[src/design/uwec_pkg.sv]
`timescale 1ns / 1ps

package uwec_pkg;

  localparam int unsigned DefCountWidth = 32;
  localparam int unsigned OutWidth      = 32;
  localparam int unsigned CpWidth       = 21;

  localparam logic [7:0] ContMask  = 8'hC0;
  localparam logic [7:0] ContCode  = 8'h80;
  localparam logic [7:0] Lead2Mask = 8'hE0;
  localparam logic [7:0] Lead2Code = 8'hC0;
  localparam logic [7:0] Lead3Mask = 8'hF0;
  localparam logic [7:0] Lead3Code = 8'hE0;
  localparam logic [7:0] Lead4Mask = 8'hF8;
  localparam logic [7:0] Lead4Code = 8'hF0;

  localparam logic [7:0] ChSpace = 8'h20;
  localparam logic [7:0] ChTab   = 8'h09;
  localparam logic [7:0] ChLf    = 8'h0A;
  localparam logic [7:0] ChVt    = 8'h0B;
  localparam logic [7:0] ChFf    = 8'h0C;
  localparam logic [7:0] ChCr    = 8'h0D;

  typedef struct packed {
    logic [7:0] text_byte;
    logic       end_of_text;
  } utf8_in_t;

  typedef struct packed {
    logic [OutWidth-1:0] word_total;
    logic [OutWidth-1:0] emoji_total;
  } utf8_out_t;

  function automatic logic is_space(input logic [7:0] b);
    return (b == ChSpace) || (b == ChTab) || (b == ChLf) ||
           (b == ChVt) || (b == ChFf) || (b == ChCr);
  endfunction

  function automatic logic in_range(input logic [CpWidth-1:0] cp,
                                    input logic [CpWidth-1:0] lo,
                                    input logic [CpWidth-1:0] hi);
    return (cp >= lo) && (cp <= hi);
  endfunction

  function automatic logic is_pictograph(input logic [CpWidth-1:0] cp);
    logic excluded;
    logic hit;
    excluded = (cp == 21'h0FE0F) || (cp == 21'h0FE0E) ||
               in_range(cp, 21'h1F3FB, 21'h1F3FF);
    hit = in_range(cp, 21'h1F300, 21'h1FAFF) ||
          in_range(cp, 21'h1F000, 21'h1F02F) ||
          in_range(cp, 21'h1F0A0, 21'h1F0FF) ||
          in_range(cp, 21'h02600, 21'h027BF) ||
          in_range(cp, 21'h1F1E6, 21'h1F1FF) ||
          (cp == 21'h02B50) || (cp == 21'h02B55) ||
          (cp == 21'h02122) || (cp == 21'h02139) ||
          in_range(cp, 21'h02194, 21'h021AA) ||
          in_range(cp, 21'h0231A, 21'h0231B) ||
          in_range(cp, 21'h023E9, 21'h023FA);
    return hit && !excluded;
  endfunction

endpackage

[src/design/utf8_word_emoji_counter.sv]
`timescale 1ns / 1ps

// Counts whitespace-delimited words and emoji code points in a UTF-8 text.
// Bytes arrive on the input channel (in_valid_i, in_stall_o, in_data_i), one
// transaction per byte; the final byte of a text carries end_of_text. For
// that byte alone one transaction leaves on the output channel (out_valid_o,
// out_stall_i, out_data_o) with both totals, each saturated at the counter
// width and at 32 bits, after which the counters clear for the next text.
// Throughput is one byte per cycle while in_stall_o is low. A byte is first
// held in an input register, where the decoder and counters update; a final
// byte then loads the result register. While a result waits under
// out_stall_i, ordinary bytes are still taken; only a further final byte
// stalls the input until the output frees. Reset clears both registers'
// valid flags, the counters and the decoder.
module utf8_word_emoji_counter
  import uwec_pkg::*;
#(
  parameter int unsigned COUNT_WIDTH = DefCountWidth
) (
  input  logic      clk_i,
  input  logic      rst_ni,
  input  logic      in_valid_i,
  output logic      in_stall_o,
  input  utf8_in_t  in_data_i,
  output logic      out_valid_o,
  input  logic      out_stall_i,
  output utf8_out_t out_data_o
);

  logic                   s1_valid_q;
  utf8_in_t               s1_data_q;
  logic                   inside_q, inside_d;
  logic [COUNT_WIDTH-1:0] words_q, words_d;
  logic [COUNT_WIDTH-1:0] emoji_q, emoji_d;
  logic [1:0]             cont_q, cont_d;
  logic [CpWidth-1:0]     cp_q, cp_d;
  logic                   out_valid_q;
  utf8_out_t              out_data_q, out_data_d;
  logic                   advance;
  logic                   point_done;
  logic [CpWidth-1:0]     point;
  logic [7:0]             b;
  logic [63:0]            words_ext, emoji_ext;

  assign advance    = s1_valid_q &&
                      !(s1_data_q.end_of_text && out_valid_q && out_stall_i);
  assign in_stall_o = s1_valid_q && !advance;
  assign b          = s1_data_q.text_byte;

  always_comb begin
    inside_d   = inside_q;
    words_d    = words_q;
    emoji_d    = emoji_q;
    cont_d     = cont_q;
    cp_d       = cp_q;
    point_done = 1'b0;
    point      = cp_q;

    if (is_space(b)) begin
      inside_d = 1'b0;
    end else if (!inside_q) begin
      inside_d = 1'b1;
      if (words_q != '1) begin
        words_d = words_q + COUNT_WIDTH'(1);
      end
    end

    if ((cont_q != 2'd0) && ((b & ContMask) == ContCode)) begin
      cp_d   = {cp_q[CpWidth-7:0], b[5:0]};
      cont_d = cont_q - 2'd1;
      if (cont_q == 2'd1) begin
        point_done = 1'b1;
        point      = cp_d;
      end
    end else begin
      cont_d = 2'd0;
      cp_d   = '0;
      if (!b[7]) begin
        point_done = 1'b1;
        point      = CpWidth'(b);
      end else if ((b & Lead2Mask) == Lead2Code) begin
        cp_d   = CpWidth'(b[4:0]);
        cont_d = 2'd1;
      end else if ((b & Lead3Mask) == Lead3Code) begin
        cp_d   = CpWidth'(b[3:0]);
        cont_d = 2'd2;
      end else if ((b & Lead4Mask) == Lead4Code) begin
        cp_d   = CpWidth'(b[2:0]);
        cont_d = 2'd3;
      end
    end

    if (point_done && is_pictograph(point) && (emoji_q != '1)) begin
      emoji_d = emoji_q + COUNT_WIDTH'(1);
    end

    words_ext = 64'(words_d);
    emoji_ext = 64'(emoji_d);
    out_data_d.word_total  = (|words_ext[63:OutWidth]) ? '1 : words_ext[OutWidth-1:0];
    out_data_d.emoji_total = (|emoji_ext[63:OutWidth]) ? '1 : emoji_ext[OutWidth-1:0];
  end

  always_ff @(posedge clk_i or negedge rst_ni) begin
    if (!rst_ni) begin
      s1_valid_q  <= 1'b0;
      out_valid_q <= 1'b0;
      inside_q    <= 1'b0;
      words_q     <= '0;
      emoji_q     <= '0;
      cont_q      <= 2'd0;
      cp_q        <= '0;
    end else begin
      if (!in_stall_o) begin
        s1_valid_q <= in_valid_i;
      end
      if (advance) begin
        if (s1_data_q.end_of_text) begin
          inside_q    <= 1'b0;
          words_q     <= '0;
          emoji_q     <= '0;
          cont_q      <= 2'd0;
          cp_q        <= '0;
          out_valid_q <= 1'b1;
        end else begin
          inside_q <= inside_d;
          words_q  <= words_d;
          emoji_q  <= emoji_d;
          cont_q   <= cont_d;
          cp_q     <= cp_d;
          if (!out_stall_i) begin
            out_valid_q <= 1'b0;
          end
        end
      end else if (!out_stall_i) begin
        out_valid_q <= 1'b0;
      end
    end
  end

  always_ff @(posedge clk_i) begin
    if (!in_stall_o && in_valid_i) begin
      s1_data_q <= in_data_i;
    end
    if (advance && s1_data_q.end_of_text) begin
      out_data_q <= out_data_d;
    end
  end

  assign out_valid_o = out_valid_q;
  assign out_data_o  = out_data_q;

endmodule

[config.mk]
export PLATFORM = sky130hd
export DESIGN_NAME = utf8_word_emoji_counter
export DESIGN_NICKNAME = d
export VERILOG_FILES = /design/src/design/uwec_pkg.sv /design/src/design/utf8_word_emoji_counter.sv
export SDC_FILE = /design/constraint.sdc
export NUM_CORES = 1
export LEC_CHECK = 0
export BUFFER_PORTS_ARGS = -buffer_cell sky130_fd_sc_hd__buf_2
export CELL_PAD_IN_SITES_DETAIL_PLACEMENT = 1
export CELL_PAD_IN_SITES_GLOBAL_PLACEMENT = 2
export CORE_UTILIZATION = 30
export DETAILED_ROUTE_END_ITERATION = 7
export PLACE_DENSITY = 0.71
export SKIP_LAST_GASP = 1
export SYNTH_ARGS = -nofsm -noshare
export SYNTH_HDL_FRONTEND = slang
export SYNTH_SLANG_ARGS = --single-unit
[constraint.sdc]
create_clock -name clk_i -period 7.5 [get_ports clk_i]
set_input_delay 0 -clock clk_i [delete_from_list [all_inputs] [get_ports clk_i]]
set_output_delay 0 -clock clk_i [all_outputs]
set_load 0.02 [all_outputs]
==> results.toml, run 1 <==
[outcome]
outcome = "finished, final reports clean"

[setup_path]
r2r_setup_slack_ns = 2.78
required_ns = 7.81
critPathLaunch = "cont_q[1]"
timing.rr.end = "emoji_q[15]"
r2r_cells = 14
critical_path_class = "register to register"
worstPathMaxFanout = 22
start_kind = "register"
crit_arrival_ns = 5.03
cp-end-kind = "register"
worstReg2RegStart = "cont_q[1]"

[routing]
drt_iter0_drc = 527
route.detailed.drc = 0
wl_per_cell_um = 19.1
ant_nets = 0
num_vias = 7247
drtPass1Iterations = 5
routed_wl_um = 25800
viasPerCell = 5.37

[clock_network]
cts_tree = "built"
cts_root_buf = "clkbuf_16"
clockBufferDepth = 2
insertion_delay_ns = 0.43
cts_made_buffers = 17
clk_pin_slew_ns = 0.07
h-tree-depth = 4
cts_sinks = 163

[global_route]
grt_pass1_vias = 7466
grt_antenna_before_repair = 0
grt_max_degree = 66
grt_pass1_wl_um = 42300
track_usage = 0.176
gr-total-overflow = 0

[synth]
synthTopCellsByArea = "dfrtp_1 25%, edfxtp_1 24%, nand2_1 4.2%"
yosys.area.top_type = "dfrtp_1"
synth_edf_count = 73
synth_top_flop_cell = "dfrtp_1"
syn_area_per_cell_sq_um = 10.1
ys_ff_latch = 163
synthTopCellsByCount = "101 x nand2_1, 90 x dfrtp_1, 73 x edfxtp_1"
synth_top_cell_area_share = 0.251
synth_cells = 885
ys_seq_area_frac = 0.496
synth.distinct_cells = 81
syn_area_sq_um = 8960
synth-async-reset-ratio = 0.552
yosysMostFrequentCell = "nand2_1"
syn_nets = 903
yosysWarnings = 0

[place]
placedInstanceArea_sq_um = 9710
numPortBuffers = 78
gp_congestion = 0.894
hpwl_um = 17600
pre_cts_slack_ns = 2.79

[timing]
timing.fmax_mhz = 212
maxSlewHeadroom = 0.396
post-route-period-util = 0.629
tns_ns = 0
fin_skew_ns = 0.0130
tightest_slew_ns = 0.906
hold_viol = 0
setup_viol = 0
period_needed_ns = 4.72
rsz0062_at_grt = "no"
worst_slack_ns = 2.78
slew_viol_final = 0

[final_layout]
area_delta_synth_final_pct = 16.7
nets = 971
multiInputGateArea_sq_um = 4250
final_area_sq_um = 10500
antenna_cells = 0
nFillCells = 3301
regArea_sq_um = 4440
drive_above_1_share = 0.153

[floorplan]
chipHeight_um = 175
placeableCoreArea_sq_um = 29000
initial_core_util = 0.309
ioPinCount = 79
dieArea_sq_um = 30600
rows = 62
dieWidth_um = 175

[run]
drv_cap = 0

[worst_hold_path]
hold_path.class = "input pin to async pin"

[power_and_ir_drop]
p_leak_nw = 4.28
power_density_nw_per_um2 = 206
ir_drop_v = 0.000146
-- through the flow --
step | total power, mW | hold WS [ns] | util | std cells
after global placement | 1.21 | -0.0429 | 0.335 | 1306
after CTS | 2.19 | 0.0358 | 0.361 | 1350
after floorplan | 1.13 | -0.296 | - | 885
after global routing | 2.24 | 0.0677 | 0.361 | 1350
after detailed placement | 1.21 | -0.0409 | 0.335 | 1306
final | 2.15 | 0.0370 | 0.361 | 1350
-- layout make-up --
type                            instances  share of cell area
Sequential cell                       163               0.425
Multi-Input combinational cell        654               0.406
Timing Repair Buffer                  101              0.0569
Tap cell                              384              0.0459
Clock buffer                           19              0.0423
Clock inverter                         13              0.0189
Inverter                               16             0.00574
-- per-layer routing --
layer  part of all wire  wire length (um)  track usage  up-vias
met5                  0                 0            0        -
met4              0.013               323       0.0507        0
met3              0.029               735       0.0215       21
met2               0.47             12100        0.282      132
met1               0.49             12600        0.248     3642
li1                   -                 -            -     3452
-- worst max-delay path, cell delays in order (launching register included) --
cell and delay [ns]:
dfrtp_1 0.36, inv_1 0.12, ha_1 0.31, nor3b_2 0.20
buf_4 0.29, nor2_1 0.20, a221o_1 0.55, or4b_1 0.56
a211oi_1 0.25, o311a_1 0.26, nor4b_4 0.06, buf_4 0.21
nor2_2 0.63, nand3_1 0.23, a221o_1 0.36
-- cells by family after synthesis --
logic type	count (synthesis)	share of synthesized area
simple gates	362	0.213
compound gates	199	0.159
flops	163	0.496
buf+inv	68	0.0327
xor+xnor	64	0.0625
mux	24	0.0299
fa+ha+maj	5	0.00698
-- worst max path at each step --
stage / end / slack, ns
after global placement: emoji_q[15] / 2.82
after detailed placement: emoji_q[15] / 2.79
final: emoji_q[15] / 2.78
after global routing: emoji_q[15] / 2.46
after CTS: emoji_q[15] / 2.75
after floorplan: out_data_o[0] / 3.29
-- repair_timing --
action,4_1_cts,5_1_grt
endpoints found under the hold margin,36,0
buffers inserted,0,0
hold buffers,12,0
gates resized for setup,0,0
-- power breakdown --
| part | switching [mW] | internal (mW) |
|---|---|---|
| clock | 0.384 | 0.575 |
| combinational | 0.134 | 0.0578 |
| sequential | 0.0358 | 0.967 |
-- state kept, by name, indices dropped and copies added, names as in the netlist --
| register | flops |
|---|---|
| emoji_q | 32 |
| cp_q | 21 |
| s1_data_q | 1 |
| words_q | 32 |
| s1_valid_q | 1 |
| out_data_o | 64 |
| out_valid_o | 1 |
| inside_q | 1 |
| b | 8 |
| cont_q | 2 |
-- layout by cell type (no fill, tap or decap), types with 38 or more instances in the layout --
cell type  count
nand3_1       64
buf_2         77
edfxtp_1      73
xnor2_1       39
nor2_1        46
a22o_1        38
dfrtp_1       90
nand2_1      100
o21ai_0       51
No activity file was read; power rests on OpenSTA's default activity.
==> run 2: changes to the inputs <==
==> constraint.sdc (replaced) <==
create_clock -name clk_i -period 4.5 [get_ports clk_i]
set_input_delay 0 -clock clk_i [delete_from_list [all_inputs] [get_ports clk_i]]
set_output_delay 0 -clock clk_i [all_outputs]
set_load 0.02 [all_outputs]
==> run 2 against run 1 <==
Compared with the run above: final area is 1.8% higher; worst hold slack improved by 0.12 ns; via count up 2.1%; sequential power grew 67%.
==> results.toml, run 2 (synthesis gave the netlist of run 1 again) <==
[outcome]
outcome = "finished, final reports clean"

[setup_path]
start_kind = "register"
crit_family = "simple AND/OR/NAND/NOR gates"
path_cells = "inv_1, ha_1, buf_4, or3b_1, buf_4, mux2i_2, or3_1, nor4_1, o311a_1, o311a_1, nor4b_4, buf_4, and4bb_1, a221o_1"
crit_slowest_cell = "nor4b_4"
critical_path_class = "register to register"
cp_common_cell = "buf_4"
slowest_delay_ns = 0.47
required_ns = 4.82
path_buf_inv = 4
worstPathMaxFanout = 8
cp-end-kind = "register"
crit_arrival_ns = 4.57

[timing]
fin_skew_ns = 0.0203
rsz0062_at_grt = "no"
post-route-period-util = 0.944
tightest_slew_ns = 0.860
setup_viol = 0
timing.fmax_mhz = 235
tns_ns = 0
maxSlewHeadroom = 0.422
period_needed_ns = 4.25
slew_viol_final = 0
hold_viol = 0

[final_layout]
nets = 990
final_cells = 1369
drive_above_1_share = 0.175
nFillCells = 3259
final_common_cell = "nand2_1"
largest_register_ffs = 64
regArea_sq_um = 4440
area_delta_synth_final_pct = 18.9
final_area_sq_um = 10700
multiInputGateArea_sq_um = 4260
antenna_cells = 0
layout_common_cells = "100 x nand2_1, 90 x dfrtp_1, 77 x buf_2, 73 x edfxtp_1, 64 x nand3_1"

[place]
numPortBuffers = 78
placed_cells = 1325
gp_congestion = 0.849
placedInstanceArea_sq_um = 9890
hpwl_um = 19100

[power_and_ir_drop]
p_switching_mw = 1.03
p_int_mw = 2.53
pwr-share-clk = 0.436
power_density_nw_per_um2 = 334
ir_drop_v = 0.000214
p_leak_nw = 4.39
pwr-share-comb = 0.096
seqPwrFrac = 0.468
swShare = 0.289

[global_route]
track_usage = 0.185
grt_pass1_wl_um = 44100
gr-total-overflow = 0
grt_max_degree = 63
grt_antenna_before_repair = 0
grt_pass1_vias = 7547

[floorplan]
initial_core_util = 0.309
dieArea_sq_um = 30600
ioPinCount = 79
dieWidth_um = 175
chipHeight_um = 175
placeableCoreArea_sq_um = 29000
rows = 62

[routing]
num_vias = 7402
route.detailed.drc = 0
drt_iter0_drc = 449
drtPass1Iterations = 4
ant_nets = 0
wl_per_cell_um = 19.9
routed_wl_um = 27200
viasPerCell = 5.41

[clock_network]
clk_pin_slew_ns = 0.08
insertion_delay_ns = 0.45
cts_root_buf = "clkbuf_16"
cts_tree = "built"
cts_sinks = 163
h-tree-depth = 4
clockBufferDepth = 2
cts_made_buffers = 17
postCtsSetupBuffers = 0

[worst_hold_path]
hold_path.class = "input pin to async pin"

[run]
drv_cap = 0
run 2: metal layers:
| layer | vias up | global-route usage | wire (um) | share of wire |
|---|---|---|---|---|
| met5 | - | 0 | 0 | 0 |
| met2 | 111 | 0.303 | 13000 | 0.48 |
| li1 | 3486 | - | - | - |
| met1 | 3791 | 0.259 | 13400 | 0.49 |
| met3 | 14 | 0.0248 | 642 | 0.024 |
| met4 | 0 | 0.0442 | 218 | 0.0080 |
run 2: repair_timing:
| item | in CTS | in global routing |
|---|---|---|
| setup endpoints to repair | 0 | 48 |
| gates resized for setup | 0 | 4 |
| endpoints found under the hold margin | 60 | 0 |
| hold buffers | 12 | 0 |
run 2: path summary, 6_finish.rpt:
path | start | slack [ns] | cells after the start | endpoint
max reg2reg | cont_q[1] | 0.25 | 14 | emoji_q[27]
min | rst_ni | 0.15 | 2 | out_valid_o
min reg2reg | cp_q[17] | 0.53 | 1 | cp_q[17]
min in group clk_i | in_data_i[7] | 0.26 | 2 | b[6]
max in group asynchronous | rst_ni | 3.19 | 3 | emoji_q[31]
max | cont_q[1] | 0.25 | 14 | emoji_q[27]
run 2: layout make-up:
cell class	count	area share
Timing Repair Buffer	120	0.0728
Clock inverter	15	0.0193
Multi-Input combinational cell	654	0.400
Sequential cell	163	0.417
Inverter	16	0.00564
Tap cell	384	0.0451
Clock buffer	17	0.0399
run 2: power groups by stage:
stage / logic (mW) / clock network, mW / registers, mW
floorplan: 0.180 / 0 / 1.70
global placement: 0.334 / 0 / 1.70
detailed placement: 0.337 / 0 / 1.70
CTS: 0.346 / 1.60 / 1.67
global route: 0.376 / 1.65 / 1.67
finish: 0.342 / 1.55 / 1.67
run 2: metrics by stage:
stage                     hold WS [ns]  setup slack, ns  utilization  total power [mW]
after CTS                        0.180            0.136        0.367              3.61
after global placement           0.133            0.137        0.341              2.03
after global routing             0.216           0.0311        0.367              3.69
final                            0.155            0.253        0.367              3.56
after detailed placement         0.123            0.150        0.341              2.03
after floorplan                 -0.296            0.290            -              1.88
